<file path="src/rtl/mfo_pkg.sv">
// shared constants and types for the mecanum forward odometry block
`timescale 1ns / 1ps

package mfo_pkg;

   // default parameter values
   localparam int COUNT_BITS_DEFAULT = 16;
   localparam int FRAC_BITS_DEFAULT  = 16;

   // fixed field widths
   localparam int STAMP_BITS = 32;
   localparam int XY_WIDTH   = 41;
   localparam int YAW_WIDTH  = 48;

   // scale registers are unsigned q8.24
   localparam int CSR_DATA_BITS  = 32;
   localparam int CSR_INDEX_BITS = 4;
   localparam int SCALE_FRAC     = 24;

   // multiplier operand width, one chunk of the wide operand per cycle
   localparam int CHUNK_BITS = 32;

   // lane numbering
   localparam int LANE_COUNT = 3;
   localparam int LANE_X     = 0;
   localparam int LANE_Y     = 1;
   localparam int LANE_YAW   = 2;

   // register indexes
   localparam logic [CSR_INDEX_BITS-1:0] REG_DISTANCE_PER_PULSE  = CSR_INDEX_BITS'(0);
   localparam logic [CSR_INDEX_BITS-1:0] REG_INV_CENTER_DISTANCE = CSR_INDEX_BITS'(1);

   // register reset values
   localparam logic [CSR_DATA_BITS-1:0] DISTANCE_PER_PULSE_RESET  = 32'd514719;
   localparam logic [CSR_DATA_BITS-1:0] INV_CENTER_DISTANCE_RESET = 32'd671089;

   // elapsed time when there is no usable previous stamp
   localparam logic [STAMP_BITS-1:0] DEFAULT_STEP_MS = 32'd10;

   // scale registers as seen by the lanes
   typedef struct packed {
      logic [CSR_DATA_BITS-1:0] distance_per_pulse;
      logic [CSR_DATA_BITS-1:0] inv_center_distance;
   } csr_regs_type;

endpackage

</file>
<file path="src/rtl/mfo_lane.sv">
// one scaling lane: magnitude, chunked multiply by one or two factors, shift, saturate
`timescale 1ns / 1ps

module mfo_lane #(
   parameter int COUNT_BITS  = mfo_pkg::COUNT_BITS_DEFAULT,
   parameter int FRAC_BITS   = mfo_pkg::FRAC_BITS_DEFAULT,
   parameter bit TWO_FACTORS = 1'b0,
   parameter int OUT_WIDTH   = mfo_pkg::XY_WIDTH
) (
   input  logic                        clock,
   input  logic                        reset,
   input  logic                        start,
   input  logic signed [COUNT_BITS+1:0] sum,
   input  mfo_pkg::csr_regs_type       csr,
   input  logic                        ack,
   output logic                        done,
   output logic signed [OUT_WIDTH-1:0] result
);

   localparam int CH      = mfo_pkg::CHUNK_BITS;
   localparam int PPW     = 2 * CH;
   localparam int SUM_W   = COUNT_BITS + 2;
   localparam int N1      = (SUM_W + CH - 1) / CH;
   localparam int P1_W    = SUM_W + CH;
   localparam int N2      = (P1_W + CH - 1) / CH;
   localparam int NMAX    = TWO_FACTORS ? N2 : N1;
   localparam int AW      = NMAX * CH;
   localparam int PW      = TWO_FACTORS ? SUM_W + 2 * CH : P1_W;
   localparam int SHIFT   = TWO_FACTORS ? 2 + 2 * mfo_pkg::SCALE_FRAC - FRAC_BITS
                                        : 2 + mfo_pkg::SCALE_FRAC - FRAC_BITS;
   localparam int SW      = PW - SHIFT;
   localparam int CW      = ((SW > OUT_WIDTH) ? SW : OUT_WIDTH) + 1;
   localparam int CNT_W   = $clog2(NMAX + 1);
   localparam int LOAD1_SH = AW - N1 * CH;
   localparam int LOAD2_SH = (AW >= N2 * CH) ? AW - N2 * CH : 0;

   localparam logic [2:0] ST_IDLE = 3'd0;
   localparam logic [2:0] ST_LOAD = 3'd1;
   localparam logic [2:0] ST_MUL  = 3'd2;
   localparam logic [2:0] ST_NEXT = 3'd3;
   localparam logic [2:0] ST_SAT  = 3'd4;
   localparam logic [2:0] ST_DONE = 3'd5;

   localparam logic [OUT_WIDTH-1:0] LIM_POS = {1'b0, {(OUT_WIDTH-1){1'b1}}};

   logic [2:0]             state_ff, state_in;
   logic [CNT_W-1:0]       cnt_ff, cnt_in;
   logic                   pass2_ff, pass2_in;
   logic                   neg_ff, neg_in;
   logic [SUM_W-1:0]       sum_ff, sum_in;
   logic [AW-1:0]          a_ff, a_in;
   logic [PPW-1:0]         pp_ff, pp_in;
   logic [PW-1:0]          p_ff, p_in;
   logic [OUT_WIDTH-1:0]   mag_sat_ff, mag_sat_in;

   logic [SUM_W-1:0]       mag;
   logic [CH-1:0]          chunk;
   logic [CH-1:0]          factor;
   logic [CNT_W-1:0]       n_cur;
   logic [SW-1:0]          shifted;
   logic [OUT_WIDTH-1:0]   lim;

   // operand selection
   assign mag     = sum_ff[SUM_W-1] ? (~sum_ff + SUM_W'(1)) : sum_ff;
   assign chunk   = a_ff[AW-1 -: CH];
   assign factor  = pass2_ff ? csr.inv_center_distance : csr.distance_per_pulse;
   assign n_cur   = pass2_ff ? CNT_W'(N2) : CNT_W'(N1);
   assign shifted = SW'(p_ff >> SHIFT);
   assign lim     = LIM_POS + OUT_WIDTH'(neg_ff);

   // lane sequencer
   always_comb begin
      state_in   = state_ff;
      cnt_in     = cnt_ff;
      pass2_in   = pass2_ff;
      neg_in     = neg_ff;
      sum_in     = sum_ff;
      a_in       = a_ff;
      pp_in      = pp_ff;
      p_in       = p_ff;
      mag_sat_in = mag_sat_ff;
      case (state_ff)
         ST_IDLE: begin
            if (start) begin
               sum_in   = sum;
               state_in = ST_LOAD;
            end
         end
         ST_LOAD: begin
            neg_in   = sum_ff[SUM_W-1];
            a_in     = AW'(mag) << LOAD1_SH;
            cnt_in   = '0;
            pass2_in = 1'b0;
            state_in = ST_MUL;
         end
         ST_MUL: begin
            // top chunk first: accumulator shifts up one chunk per product
            if (cnt_ff < n_cur) begin
               pp_in = PPW'(chunk) * PPW'(factor);
               a_in  = a_ff << CH;
            end
            if (cnt_ff == '0) begin
               p_in = '0;
            end else begin
               p_in = (p_ff << CH) + PW'(pp_ff);
            end
            cnt_in = cnt_ff + CNT_W'(1);
            if (cnt_ff == n_cur) begin
               cnt_in = '0;
               if (TWO_FACTORS && !pass2_ff) begin
                  state_in = ST_NEXT;
               end else begin
                  state_in = ST_SAT;
               end
            end
         end
         ST_NEXT: begin
            a_in     = AW'(p_ff) << LOAD2_SH;
            pass2_in = 1'b1;
            cnt_in   = '0;
            state_in = ST_MUL;
         end
         ST_SAT: begin
            if (CW'(shifted) > CW'(lim)) begin
               mag_sat_in = lim;
            end else begin
               mag_sat_in = OUT_WIDTH'(shifted);
            end
            state_in = ST_DONE;
         end
         ST_DONE: begin
            if (ack) begin
               state_in = ST_IDLE;
            end
         end
         default: begin
            state_in = ST_IDLE;
         end
      endcase
   end

   // control registers
   always_ff @(posedge clock) begin
      if (reset) begin
         state_ff <= ST_IDLE;
         cnt_ff   <= '0;
         pass2_ff <= 1'b0;
      end else begin
         state_ff <= state_in;
         cnt_ff   <= cnt_in;
         pass2_ff <= pass2_in;
      end
   end

   // datapath registers
   always_ff @(posedge clock) begin
      neg_ff     <= neg_in;
      sum_ff     <= sum_in;
      a_ff       <= a_in;
      pp_ff      <= pp_in;
      p_ff       <= p_in;
      mag_sat_ff <= mag_sat_in;
   end

   // restore the sign
   assign done   = (state_ff == ST_DONE);
   assign result = neg_ff ? signed'(~mag_sat_ff + OUT_WIDTH'(1)) : signed'(mag_sat_ff);

endmodule

</file>
<file path="config.mk">
export PLATFORM = sky130hd
export DESIGN_NAME = mfo_lane
export DESIGN_NICKNAME = d
export VERILOG_FILES = /design/src/rtl/mfo_pkg.sv /design/src/rtl/mfo_lane.sv
export SDC_FILE = /design/constraint.sdc
export NUM_CORES = 2
export LEC_CHECK = 0
export BUFFER_PORTS_ARGS = -buffer_cell sky130_fd_sc_hd__buf_2
export CORE_UTILIZATION = 33
export DETAILED_ROUTE_END_ITERATION = 6
export GPL_TIMING_DRIVEN = 1
export PLACE_DENSITY_LB_ADDON = 0.3
export RECOVER_POWER = 50
export SYNTH_ARGS = -nofsm -noshare
export SYNTH_HDL_FRONTEND = slang
export SYNTH_SLANG_ARGS = --single-unit
</file>
<file path="constraint.sdc">
create_clock -name clock -period 12.43 [get_ports clock]
set_clock_uncertainty 0.1 [all_clocks]
set_input_delay 0.6215 -clock clock [delete_from_list [all_inputs] [get_ports clock]]
set_output_delay 0.6215 -clock clock [all_outputs]
set_load 0.005 [all_outputs]
</file>
* After elaboration in Yosys (flattened, before gate mapping) *
Cells that the tools add are included.

word-level totals
  flip-flop bits (word level) = 197
  input bits = 86
  output and inout port bits = 42
  word-level logic and storage cells = 53

cells by class
  $add $sub $neg = 5
  $mul = 1
  order comparisons = 2
  equality and inequality tests = 10
  muxes and demuxes = 14
  bitwise operators = 2
  reduce and logical (&&, ||, !) cells = 9

operators with widths
  cell                   count
  $pmux 32 s3            1
  $mux 32                2
  $add 50x50->50         1
  $mul 32x32->50         1
  $add 40x1->41 const A  1
  $add 41x1->41 const B  1
  $gt 40x41->1           1
  $mux 41                1
  $not 41->41            1
  $mux 40                1
  $add 18x1->18 const B  1
  $mux 18                1
  $not 18->18            1
  $pmux 3 s5             1
  $mux 3                 3
  $ne 2x2->1 const B     4
  $eq 3x2->1 const B     2
  $eq 3x3->1 const B     2
  $reduce_and 2->1       3
  $pmux 1 s2             2
  $reduce_bool 2->1      2
  $eq 3x1->1 const B     1
  $logic_not 3->1        1
  $reduce_and 3->1       1
  other kinds (6)        7

* Longest topological paths before layout *
  word-level depth = 4
  mapped depth = 33
  mapped depth without buffers = 29

* Worst setup path before layout *
No wires, ideal clock.

  path kind = register to register
  from = register pass2_ff
  to = register pp_ff[48], data pin
  library setup time = 259 ps
  arrival time = 8303 ps
  data required time = 12071 ps
  slack = 3768 ps
  stages on the path, launching flop included = 32
  path buffers = 4
  clock period less this slack = 8662 ps
  cells stage by stage = dfxtp_1 -> clkbuf_1 -> buf_1 -> clkbuf_1 -> mux2_2 -> clkbuf_1 -> and2_1 -> fa_1 -> inv_1 -> fa_1 -> fa_1 -> inv_1 -> fa_1 -> inv_1 -> fa_1 -> inv_1 -> fa_1 -> fa_1 -> inv_1 -> fa_1 -> inv_1 -> ha_1 -> a21o_1 -> a21o_1 -> a21oi_1 -> o21ai_0 -> o21ai_0 -> o21ai_0 -> a211o_1 -> a221o_1 -> a41oi_1 -> xnor2_1

on the way
  longest elaborated chain between the ends = 2

ends and longest elaborated chain
  what                      line             text
  start: declaration        mfo_lane.sv:48   logic pass2_ff, pass2_in;
  start signal: assignment  mfo_lane.sv:151  pass2_ff <= pass2_in;
  $mux 32                   mfo_lane.sv:66   assign factor = pass2_ff ? csr.inv_center_distance : csr.distance_per_pulse;
  $mul 32x32->50            mfo_lane.sv:99   pp_in = PPW'(chunk) * PPW'(factor);
  end signal: assignment    mfo_lane.sv:160  pp_ff <= pp_in;
  end: declaration          mfo_lane.sv:52   logic [PPW-1:0] pp_ff, pp_in;

No other way between the ends.
A chain may end at the register's enable or synchronous reset.

* Worst setup path after layout *
Ends and elaborated chain as after synthesis.

==> flow_summary_export.csv <==
group,metric,value,unit
outcome,outcome,"finished with violations",
outcome,violations,"capacitance limit, slew limit",
clocking,cts_setup_buffers,0,
synth,synth_top_cell_by_area,"fa_1",
synth,synth-async-reset-ratio,0,
timing,tightest_slew,3030,ps
floorplan,rows,125,
synth,synth_top_area_frac,0.415,
grt,antenna_found_initial,3,
clocking,cts_resized,0,
timing,whs,258,ps
synth,synth_area,0.0391,mm2
timing,clock.fmax,96.3,MHz
clocking,cts_tree,"yes",
critical_path,cp_max_fo,34,
clocking,numCtsBuffers,17,
placement,gp_congestion,0.870,
floorplan,start_util,0.334,
clocking,cts_buffer_depth,2,
synth,ys_warn_count,0,
timing,drv_slew,293,
clocking,clk_pin_slew,80,ps
critical_path,crit_type,"reg2reg",
routing,wl,107,mm
synth,syn_nets,5154,
timing,setup_viol,0,
placement,dp_hpwl,81.8,mm
synth,netlist_instances,4014,
routing,vias,26900,
synth,synthTopCellsByArea,"fa_1, edfxtp_1, and2_1, inv_1, ha_1",
routing,wire_per_inst,19.3,um
hold_path,hp-start,"sum[2]",
clocking,hold_buffers,0,
placement,port-buffer-count,127,
synth,synth-edff-count,192,
clocking,clock_sink_count,197,
timing,final_hold_viol_count,0,
cells_and_area,nNetsFinal,5129,
clocking,h-tree-depth,4,
critical_path,reg2regPathDepth,25,
clocking,cts-root-buf,"clkbuf_16",
synth,ys_seq_area_frac,0.150,
grt,grt_pass1_vias,29600,
floorplan,die_h,346,um
cells_and_area,area_delta_synth_final,6.74,%
critical_path,worst_ep_arrival_time,10450,ps
cells_and_area,drive_gt1_frac,0.0602,
critical_path,cp-startpoint,"pass2_ff$_SDFFE_PP0P_",
synth,synth_most_common_cell,"inv_1",
run,drv_cap,7,
timing,fin_crit_sh,0.835,
hold_path,hold_path_depth,1,
floorplan,die_w,346,um
critical_path,cp-end-kind,"flip-flop",
grt,grt_max_degree,82,
floorplan,die-area,0.120,mm2
critical_path,crit_required,12500,ps
routing,drcViolationCount,0,
routing,dr.pass1.iters,5,
timing,slew_headroom,-1.02,
routing,vias_per_cell,4.87,
critical_path,crit_path_start_kind,"flip-flop",
routing,drtAntennaViolNets,0,
synth,synth-main-ff-cell,"edfxtp_1",
timing,timing.final.crit_period,10380,ps
timing,rsz0062_at_grt,"false",
floorplan,ios,128,
synth,synth-seq-cells,197,
routing,drt-initial-drc-count,1530,
grt,grt_pass1_wl,172,mm
synth,synthDistinctLibCells,64,
synth,avgSynthCellArea,9.73,um2
cells_and_area,nFillCells,11800,
grt,grt_use_total,0.186,
grt,grt_overflow_total,0,
hold_path,hp-class,"in2reg",
critical_path,r2r-start,"pass2_ff$_SDFFE_PP0P_",
clocking,clk_latency,440,ps
floorplan,coreArea,0.117,mm2
timing,tns,0,ps
synth,ys_top_cells_by_count,"inv_1, fa_1, and2_1, nand2_1, ha_1",
## metrics by stage
| stage | util | cell area, um2 | instances | setup slack, ps |
|---|---|---|---|---|
| after floorplan | - | 39100 | 4014 | 3770 |
| final | 0.357 | 41700 | 5528 | 2050 |
| after global placement | 0.352 | 41100 | 5494 | 2950 |
| after global routing | 0.357 | 41700 | 5526 | 1520 |
| after CTS | 0.357 | 41700 | 5526 | 2830 |
| after detailed placement | 0.352 | 41100 | 5494 | 2870 |
## placed cells by master (no fill, tap or decap), types with 10 or more instances in the layout
master	n
a21o_1	79
a21oi_1	69
and2_0	23
and2_1	520
and3_1	23
buf_2	126
buf_4	35
clkbuf_16	17
edfxtp_1	192
fa_1	809
ha_1	245
inv_1	830
mux2_2	31
nand2_1	488
nand2b_1	13
nand3_1	31
nand4_1	15
nor2_1	46
nor2b_1	13
nor3_1	18
o21a_1	10
o21ai_0	76
o31ai_1	13
or3_1	13
xnor2_1	89
xor2_1	47
## critical path: stages (launching register included)
cell	delay [ps]
dfxtp_1	1770
mux2_2	910
nand2_1	170
fa_1	570
inv_1	60
fa_1	530
inv_1	60
fa_1	520
inv_1	50
fa_1	480
fa_1	590
fa_1	460
fa_1	510
inv_1	50
fa_1	470
inv_1	50
ha_1	360
nand4_1	140
nand2b_1	170
a211oi_1	410
o21ai_0	250
o21ai_0	580
a211o_1	270
a221o_1	200
a41oi_1	150
xnor2_1	160
## final timing paths
check,end,slack [ps]
setup / recovery,pp_ff[48]$_DFFE_PP_,2050
hold / removal,sum_ff[2]$_DFFE_PP_,260
setup reg to reg,pp_ff[48]$_DFFE_PP_,2050
hold reg to reg,p_ff[15]$_SDFFCE_PN0P_,420
## layer usage
metal | GRT usage | vias up | wire length [um]
met1 | 0.246 | 14000 | 46300
met2 | 0.316 | 657 | 52100
met4 | 0.0522 | 4 | 3200
met3 | 0.0249 | 158 | 5320
met5 | 0 | - | 23
li1 | - | 12100 | -
## kinds of logic after synthesis
family	Yosys count	synth area share
simple gates	1239	0.164
fa+ha+maj	1054	0.493
buf+inv	1044	0.100
compound gates	308	0.0515
flops	197	0.150
xor+xnor	136	0.0305
mux	36	0.0102
## registers in the layout, indices dropped and copies added, names as in the netlist
name,flops
a_ff,32
cnt_ff,1
mag_sat_ff,41
neg_ff,1
p_ff,50
pass2_ff,1
pp_ff,50
state_ff,3
sum_ff,18
## area by class of cell
| type | instances | area (um2) | share of cell area |
|---|---|---|---|
| clock buffers | 17 | 425 | 0.0102 |
| flip-flops and latches | 197 | 5870 | 0.141 |
| multi-input cells | 2773 | 29300 | 0.702 |
| well taps | 1524 | 1910 | 0.0457 |
| inverters | 832 | 3120 | 0.0749 |
| clock inverters | 15 | 169 | 0.00405 |
| diodes | 2 | 5.00 | 0.000120 |
| repair buffers | 168 | 920 | 0.0221 |
Power is not shown: default switching activity piles up to over one toggle a cycle in this logic, so the estimate is an artifact.
