## config.mk

```make
export PLATFORM = sky130hd
export DESIGN_NAME = mfo_merge
export DESIGN_NICKNAME = d
export VERILOG_FILES = /design/src/rtl/mfo_pkg.sv /design/src/rtl/mfo_merge.sv
export SDC_FILE = /design/constraint.sdc
export NUM_CORES = 1
export LEC_CHECK = 0
export ABC_AREA = 1
export BUFFER_PORTS_ARGS = -buffer_cell sky130_fd_sc_hd__buf_4
export CORE_MARGIN = 5
export CORE_UTILIZATION = 25
export CTS_CLUSTER_DIAMETER = 30
export CTS_CLUSTER_SIZE = 28
export DETAILED_ROUTE_END_ITERATION = 6
export GPL_ROUTABILITY_DRIVEN = 0
export HOLD_SLACK_MARGIN = 0.02
export PLACE_DENSITY = 0.65
export SYNTH_ARGS = -nofsm -noshare
export SYNTH_HDL_FRONTEND = slang
export SYNTH_SLANG_ARGS = --single-unit
```

## constraint.sdc

```tcl
create_clock -name clock -period 10.93 [get_ports clock]
set_clock_uncertainty 0.05 [all_clocks]
set_input_delay 1.093 -clock clock [delete_from_list [all_inputs] [get_ports clock]]
set_output_delay 1.093 -clock clock [all_outputs]
set_load 0.005 [all_outputs]
```

## src/rtl/mfo_pkg.sv

```systemverilog
// shared constants and types for the mecanum forward odometry block
`timescale 1ns / 1ps

package mfo_pkg;

   // default parameter values
   localparam int COUNT_BITS_DEFAULT = 16;
   localparam int FRAC_BITS_DEFAULT  = 16;

   // fixed field widths
   localparam int STAMP_BITS = 32;
   localparam int XY_WIDTH   = 41;
   localparam int YAW_WIDTH  = 48;

   // scale registers are unsigned q8.24
   localparam int CSR_DATA_BITS  = 32;
   localparam int CSR_INDEX_BITS = 4;
   localparam int SCALE_FRAC     = 24;

   // multiplier operand width, one chunk of the wide operand per cycle
   localparam int CHUNK_BITS = 32;

   // lane numbering
   localparam int LANE_COUNT = 3;
   localparam int LANE_X     = 0;
   localparam int LANE_Y     = 1;
   localparam int LANE_YAW   = 2;

   // register indexes
   localparam logic [CSR_INDEX_BITS-1:0] REG_DISTANCE_PER_PULSE  = CSR_INDEX_BITS'(0);
   localparam logic [CSR_INDEX_BITS-1:0] REG_INV_CENTER_DISTANCE = CSR_INDEX_BITS'(1);

   // register reset values
   localparam logic [CSR_DATA_BITS-1:0] DISTANCE_PER_PULSE_RESET  = 32'd514719;
   localparam logic [CSR_DATA_BITS-1:0] INV_CENTER_DISTANCE_RESET = 32'd671089;

   // elapsed time when there is no usable previous stamp
   localparam logic [STAMP_BITS-1:0] DEFAULT_STEP_MS = 32'd10;

   // scale registers as seen by the lanes
   typedef struct packed {
      logic [CSR_DATA_BITS-1:0] distance_per_pulse;
      logic [CSR_DATA_BITS-1:0] inv_center_distance;
   } csr_regs_type;

endpackage

```

## src/rtl/mfo_merge.sv

```systemverilog
// merging stage: gathers the lane results and the elapsed time into the output register
`timescale 1ns / 1ps

module mfo_merge (
   input  logic                                     clock,
   input  logic                                     reset,
   input  logic [mfo_pkg::LANE_COUNT-1:0]           lane_done,
   input  logic signed [mfo_pkg::XY_WIDTH-1:0]      lane_x,
   input  logic signed [mfo_pkg::XY_WIDTH-1:0]      lane_y,
   input  logic signed [mfo_pkg::YAW_WIDTH-1:0]     lane_yaw,
   input  logic [mfo_pkg::STAMP_BITS-1:0]           step,
   output logic                                     lane_ack,
   output logic                                     rsp_valid,
   input  logic                                     rsp_stall,
   output logic signed [mfo_pkg::XY_WIDTH-1:0]      rsp_delta_x,
   output logic signed [mfo_pkg::XY_WIDTH-1:0]      rsp_delta_y,
   output logic signed [mfo_pkg::YAW_WIDTH-1:0]     rsp_delta_yaw,
   output logic [mfo_pkg::STAMP_BITS-1:0]           rsp_step_ms
);

   logic                                 valid_ff, valid_in;
   logic                                 load;
   logic signed [mfo_pkg::XY_WIDTH-1:0]  x_ff;
   logic signed [mfo_pkg::XY_WIDTH-1:0]  y_ff;
   logic signed [mfo_pkg::YAW_WIDTH-1:0] yaw_ff;
   logic [mfo_pkg::STAMP_BITS-1:0]       step_ff;

   // take the lanes once all are done and the output slot is free or draining
   assign load     = (&lane_done) & (~valid_ff | ~rsp_stall);
   assign valid_in = load | (valid_ff & rsp_stall);
   assign lane_ack = load;

   always_ff @(posedge clock) begin
      if (reset) begin
         valid_ff <= 1'b0;
      end else begin
         valid_ff <= valid_in;
      end
   end

   // output payload
   always_ff @(posedge clock) begin
      if (load) begin
         x_ff    <= lane_x;
         y_ff    <= lane_y;
         yaw_ff  <= lane_yaw;
         step_ff <= step;
      end
   end

   assign rsp_valid     = valid_ff;
   assign rsp_delta_x   = x_ff;
   assign rsp_delta_y   = y_ff;
   assign rsp_delta_yaw = yaw_ff;
   assign rsp_step_ms   = step_ff;

endmodule

```

Yosys cells after proc, flatten, opt, wreduce, memory -nomap -nowiden
Cells that the tools add are included.
- register bits: 163
- bits of input ports: 168
- output and inout bits: 164
- bitwise operators: 6
- reduce and logical (&&, ||, !) cells: 1
- operators with widths (kind ; number):
    AND reduction 3 bit ; 1
    AND 1 bit ; 2
    NOT 1 bit ; 2
    bitwise OR 1 bit ; 2

Longest topological paths before layout
Gate-level depths: netlist of run 1.
- word-level depth: 4
- gate-level depth with buffers: 2

Worst setup path before layout of run 1
Ideal clock, no wire load.
- kind: input to output
- start point: in lane_done[2] (netlist bit)
- end point: out lane_ack
- arrival time: 9.071 ns
- data required time: 9.787 ns
- path slack: 0.716 ns
- cell stages on the path: 2
- path through: nand3_1 > a21oi_1
- word-level cells in the longest chain between the ends: 2
- ends and longest elaborated chain (item ; line ; source):
    from (decl) ; mfo_merge.sv:7 ; input logic [mfo_pkg::LANE_COUNT-1:0] lane_done,
    AND reduction 3 bit ; mfo_merge.sv:29 ; assign load = (&lane_done) & (~valid_ff | ~rsp_stall);
    AND 1 bit ; mfo_merge.sv:29 ;
    to (decl) ; mfo_merge.sv:12 ; output logic lane_ack,
No other way between the ends.

Final worst setup path of run 1
Ends and elaborated chain as after synthesis.

==> results of run 1 <==
==> power by group through the flow <==
stage               Combinational (mW)  Sequential (mW)  Clock (mW)
detailed placement              0.0859            0.728           0
finish                          0.0836            0.714       0.562
floorplan                      0.00660            0.736           0
global route                    0.0900            0.715       0.611
global placement                0.0833            0.727           0
CTS                             0.0858            0.714       0.585
==> critical path: cells and delay by family <==
family | cells | cell delay, ns
simple gates | 1 | 0.14
compound gates | 1 | 0.56
buf+inv | 2 | 0.31
==> state kept, by name (all words and copies together), names as in the netlist <==
| register | count |
|---|---|
| rsp_valid | 1 |
| rsp_delta_x | 41 |
| rsp_delta_y | 41 |
| rsp_step_ms | 32 |
| rsp_delta_yaw | 48 |
==> cell families (layout without fill, tap and decap cells) <==
kind of cell / count (synthesis) / in the layout / share of synthesized area
compound gates: 2 / 2 / 0.00204
buf+inv: 0 / 365 / 0
flops: 163 / 163 / 0.996
simple gates: 2 / 2 / 0.00178
==> placed cells by master (no fill, tap or decap), drive strengths merged <==
| cell | netlist | final |
|---|---|---|
| buf | 0 | 333 |
| edfxtp | 162 | 162 |
| clkbuf | 0 | 19 |
| clkinv | 0 | 5 |
| inv | 0 | 4 |
| clkinvlp | 0 | 3 |
| a21oi | 2 | 2 |
| nand3 | 1 | 1 |
| nand2 | 1 | 1 |
| bufinv | 0 | 1 |
| dfxtp | 1 | 1 |
==> metal layers <==
| layer | share of wire | wire, um |
|---|---|---|
| met1 | 0.33 | 4690 |
| met4 | 0.018 | 253 |
| met2 | 0.51 | 7180 |
| met3 | 0.14 | 1960 |
| met5 | 0.0019 | 27 |
==> final cells by class <==
class                      count  area, um2
multi-input combinational      4       30.0
clock inverter                13        126
clock buffer                  19        433
tap                          265        332
timing repair buffer         333       2500
sequential                   163       4880
fill                        1782      11100
==> worst min path at each step <==
stage                end       from
3_5_place_dp   rsp_valid  rsp_valid
3_3_place_gp   rsp_valid  rsp_valid
4_1_cts        rsp_valid  rsp_valid
2_1_floorplan  rsp_valid  rsp_valid
6_report       rsp_valid  rsp_valid
5_1_grt        rsp_valid  rsp_valid
==> reports/qor.yml, run 1 <==
fmax_mhz: 308
p_int_mw: 1.08
core-area_mm2: 0.0194
top_usage_layer: "met2"
die_h_um: 150
design_area_mm2: 0.00831
dp_slack_ns: 7.64
finalCritPeriodShare: 0.297
switching_share: 0.204
yosys.area.top_type: "edfxtp_1"
ys.flop_type: "edfxtp_1"
grt_util_all_layers: 0.118
drc: 0
power_density_mw_per_mm2: 164
synth_edf_count: 162
synth_area_per_cell_um2: 29.4
avgViaCountPerCell: 3.85
post-cts-setup-buffers: 0
dr.pass1.iters: 3
crit_type: "primary input to output port"
hold_viol: 0
netlist.area_leader.share: 0.992
antenna_found_initial: 2
use_met1: 0.116
ys_warn_count: 0
whs_ns: 0.475
crit_path_frequent_cell: "buf_4"
p_clk_frac: 0.413
overflow: 0
crit_chain: "buf_4 > nand3_1 > a21oi_4 > buf_4"
synthCells: 167
synthesis.nets: 335
reg2reg_from: "rsp_valid"
setup.worst_path.start: "lane_done[2]"
ff2ff_path_depth: 2
r2r_setup_slack_ns: 8.71
worstHoldPathType: "flop to flop"
die-area_mm2: 0.0225
clock_path_buffers: 2
grt_pass1_vias: 3379
min_path_cells: 2
netlist_top_cells_count: "edfxtp_1 (162), a21oi_1 (2), dfxtp_1 (1), nand2_1 (1), nand3_1 (1)"
status: "completed"
row_count: 51
cts_max_level: 4
vias: 3067
syn-cell-area_mm2: 0.00490
ys_seq_area_frac: 0.996
insertion_delay_ns: 0.41
drive_above_1_share: 0.684
worstMarginPinSlew_ns: 0.906
place_inst: 765
drt-initial-drc-count: 73
final.min_clock_period_ns: 3.25
cts-root-buf: "clkbuf_16"
grtUsageMet3: 0.0769
stdcell_count: 797
place_area_mm2: 0.00775
worstPathRequired_ns: 9.79
setup_viol_count_final: 0
combinationalPowerShare: 0.061
crit_slowest_cell: "a21oi_4"
finalPower_mw: 1.36
seq_power_share: 0.525
synth.area.top_cells: "edfxtp_1 (99%), dfxtp_1 (0.41%), a21oi_1 (0.20%), nand3_1 (0.10%), nand2_1 (0.077%)"
slew_viol_final: 0
nets: 687
ir_drop_v: 0.0000957
port_buffers: 331
rsz0062_at_grt: "no"
initial_core_util: 0.253
arrival_ns: 2.10
cts_hold_buffers: 0
max_stage_delay_ns: 0.56
top_level_ports: 332
cts_tree: "yes"
ant_nets: 0
area_delta_synth_final_pct: 69.4
async_flop_share: 0
drv_cap: 0
r2r-end: "rsp_delta_yaw[6]"
postLayoutCoreUtil: 0.428
final.setup.worst_slack_ns: 7.68
wl_per_cell_um: 17.7
slew_headroom: 0.396
crit_fanout: 21
antenna_cells: 0
grt_use_met2: 0.202
path_clk_slew_ns: 0.06
leakagePower_nw: 3.37
grt_max_degree: 74
ctsResizeCount: 0
synth-seq-cells: 163
wl_um: 14100
grt_pass1_wl_um: 19500
end_kind: "output port"
fin_tns_setup_ns: 0
p_sw_mw: 0.277
cp-endpoint: "lane_ack"
startpoint_type: "primary input"
cts_buffers: 17
yosysMostFrequentCell: "edfxtp_1"
clock-sinks: 163
synth.distinct_cells: 5
die_x_um: 150
No activity file was read; power rests on OpenSTA's default activity.
==> run 2: changes to the inputs <==
- ABC_AREA: 1 -> 0
- PLACE_DENSITY: 0.65 -> 0.67
- clock period: 10.93 -> 2.8 ns (I/O delays scaled with it)
==> reports/qor.yml, run 2 <==
ys.flop_type: "edfxtp_1"
top_level_ports: 332
netlist.area_leader.share: 0.990
synth-seq-cells: 163
yosys.area.top_type: "edfxtp_1"
synthCells: 167
synth.distinct_cells: 6
ctsResizeCount: 0
error: "[ERROR RSZ-0060] Max buffer count reached."
port_buffers: 331
async_flop_share: 0
cts-root-buf: "clkbuf_16"
cts_buffers: 17
synth_area_per_cell_um2: 29.4
place_area_mm2: 0.00780
dp_slack_ns: 1.03
ys_warn_count: 0
clock-sinks: 163
die_x_um: 150
die_h_um: 150
synthesis.nets: 335
cts_max_level: 4
synth_edf_count: 162
clock_path_buffers: 2
syn-cell-area_mm2: 0.00491
stop_stage: "4_1_cts"
synth.area.top_cells: "edfxtp_1 (99%), dfxtp_1 (0.41%), nand3_2 (0.20%), a21oi_2 (0.18%), a21oi_1 (0.10%)"
initial_core_util: 0.253
status: "did not finish"
post-dp-hpwl_um: 11400
yosysMostFrequentCell: "edfxtp_1"
post-cts-setup-buffers: 0
row_count: 51
cts_hold_buffers: 161
ys_seq_area_frac: 0.994
==> run 2: cell counts after synthesis <==
Identical to the previous run, type by type.
==> run 2: logic make-up after synthesis <==
logic type,Yosys count,share of synthesized area
compound gates,2,0.00280
simple gates,2,0.00280
flops,163,0.994
==> run 2: through the flow <==
stage / std cells / hold slack [ns] / TNS (ns)
2_1_floorplan: 167 / 0.292 / -119.59
3_3_place_gp: 767 / 0.389 / 0
3_5_place_dp: 767 / 0.394 / 0
==> run 3: changes to the inputs <==
- CORE_UTILIZATION: 25 -> 20
- CTS_CLUSTER_DIAMETER: 30 -> not set
- CTS_CLUSTER_SIZE: 28 -> not set
- HOLD_SLACK_MARGIN: 0.02 -> not set
- PLACE_DENSITY: 0.67 -> not set
- PLACE_DENSITY_LB_ADDON: not set -> 0.15
- clock period: 2.8 -> 3.64 ns (I/O delays scaled with it)
==> reports/qor.yml, run 3 <==
synth_area_per_cell_um2: 29.4
antenna_found_initial: 0
dr.pass1.iters: 4
ctsResizeCount: 0
async_flop_share: 0
status: "completed"
grt_pass1_wl_um: 20900
stdcell_count: 858
final.setup.worst_slack_ns: 1.68
netlist.area_leader.share: 0.990
top_level_ports: 332
path_clk_slew_ns: 0.06
arrival_ns: 1.55
p_int_mw: 3.18
ys_seq_area_frac: 0.994
die_x_um: 167
grt_pass1_vias: 3439
p_clk_frac: 0.404
crit_type: "flop to output port"
power_density_mw_per_mm2: 479
core-area_mm2: 0.0242
final.min_clock_period_ns: 1.96
seq_power_share: 0.532
synth_edf_count: 162
slew_headroom: 0.558
drt-initial-drc-count: 155
cts_max_level: 4
yosys.area.top_type: "edfxtp_1"
r2r_setup_slack_ns: 1.78
fin_tns_setup_ns: 0
setup_viol_count_final: 0
ys.flop_type: "edfxtp_1"
cts_buffers: 17
ys_warn_count: 0
synth.area.top_cells: "edfxtp_1 (99%), dfxtp_1 (0.41%), nand3_2 (0.20%), a21oi_2 (0.18%), a21oi_1 (0.10%)"
p_sw_mw: 0.845
antenna_cells: 0
grt_util_all_layers: 0.101
ir_drop_v: 0.000238
grt_max_degree: 53
wl_um: 14600
combinationalPowerShare: 0.064
final_cell_mix: "buf_4 (334), edfxtp_1 (162), clkbuf_16 (17)"
design_area_mm2: 0.00841
place_inst: 827
worstMarginPinSlew_ns: 0.661
synth-seq-cells: 163
leakagePower_nw: 3.37
cts-root-buf: "clkbuf_16"
largest_reg_flops: 48
syn-cell-area_mm2: 0.00491
row_count: 57
nets: 690
crit_fanout: 17
worstPathRequired_ns: 3.23
synth.distinct_cells: 6
die-area_mm2: 0.0278
rsz0062_at_grt: "no"
postLayoutCoreUtil: 0.347
final_common_cell: "buf_4"
synthesis.nets: 335
port_buffers: 331
fmax_mhz: 510
drv_cap: 0
area_delta_synth_final_pct: 71.2
switching_share: 0.210
yosysMostFrequentCell: "edfxtp_1"
cts_hold_buffers: 0
drc: 0
clock-sinks: 163
insertion_delay_ns: 0.41
hold_viol: 0
worstHoldPathType: "primary input to flop"
avgViaCountPerCell: 3.57
slew_viol_final: 0
vias: 3063
wl_per_cell_um: 17.0
ant_nets: 0
startpoint_type: "flop"
dp_slack_ns: 1.56
finalCritPeriodShare: 0.538
cts_tree: "yes"
synthCells: 167
place_area_mm2: 0.00788
die_h_um: 167
initial_core_util: 0.203
clock_path_buffers: 2
end_kind: "output port"
post-cts-setup-buffers: 0
overflow: 0
drive_above_1_share: 0.689
[run 3: cell counts after synthesis]
No cell type changed its count.
[run 3: final timing paths]
path,startpoint,end,depth (start not counted)
worst max-delay path,rsp_valid,lane_ack,2
worst min-delay path,reset,rsp_valid,2
worst max register to register,rsp_valid,rsp_delta_yaw[41],2
worst min register to register,rsp_valid,rsp_valid,2
[run 3: layout make-up]
type | instances | area, um2
tap | 324 | 405
clock inverter | 12 | 98.8
sequential | 163 | 4880
fill | 2356 | 15800
clock buffer | 19 | 433
timing repair buffer | 336 | 2550
multi-input combinational | 4 | 38.8
[run 3: stage by stage]
| step | hold WS [ns] | power (mW) |
|---|---|---|
| 2_1_floorplan | 0.376 | 2.22 |
| 3_3_place_gp | 0.461 | 2.44 |
| 3_5_place_dp | 0.472 | 2.45 |
| 4_1_cts | 0.0324 | 4.11 |
| 5_1_grt | 0.0185 | 4.22 |
| 6_report | 0.0597 | 4.03 |
[run 3: power by group through the flow]
stage	Clock, mW	Combinational (mW)	Sequential [mW]
after global placement	0	0.260	2.18
final	1.63	0.256	2.14
after global routing	1.79	0.275	2.15
after CTS	1.70	0.263	2.14
after detailed placement	0	0.263	2.18
after floorplan	0	0.0208	2.19
[run 3: cells by family after synthesis]
family / Yosys count / share of synthesized area
and+or+nand+nor: 2 / 0.00280
DFF: 163 / 0.994
AOI/OAI and AO/OA: 2 / 0.00280
[run 3: layer usage]
layer  vias to the layer above  part of all wire  GRT usage
li1                       1390                 -          -
met1                      1476              0.35      0.103
met2                       186              0.53      0.178
met3                        11              0.11     0.0559
met4                         0             0.015     0.0320
met5                         -                 0          0
[run 3: critical path, cell delays in order (launching register included)]
cell	delay, ns
dfxtp_1	0.35
a21oi_4	0.56
buf_4	0.22
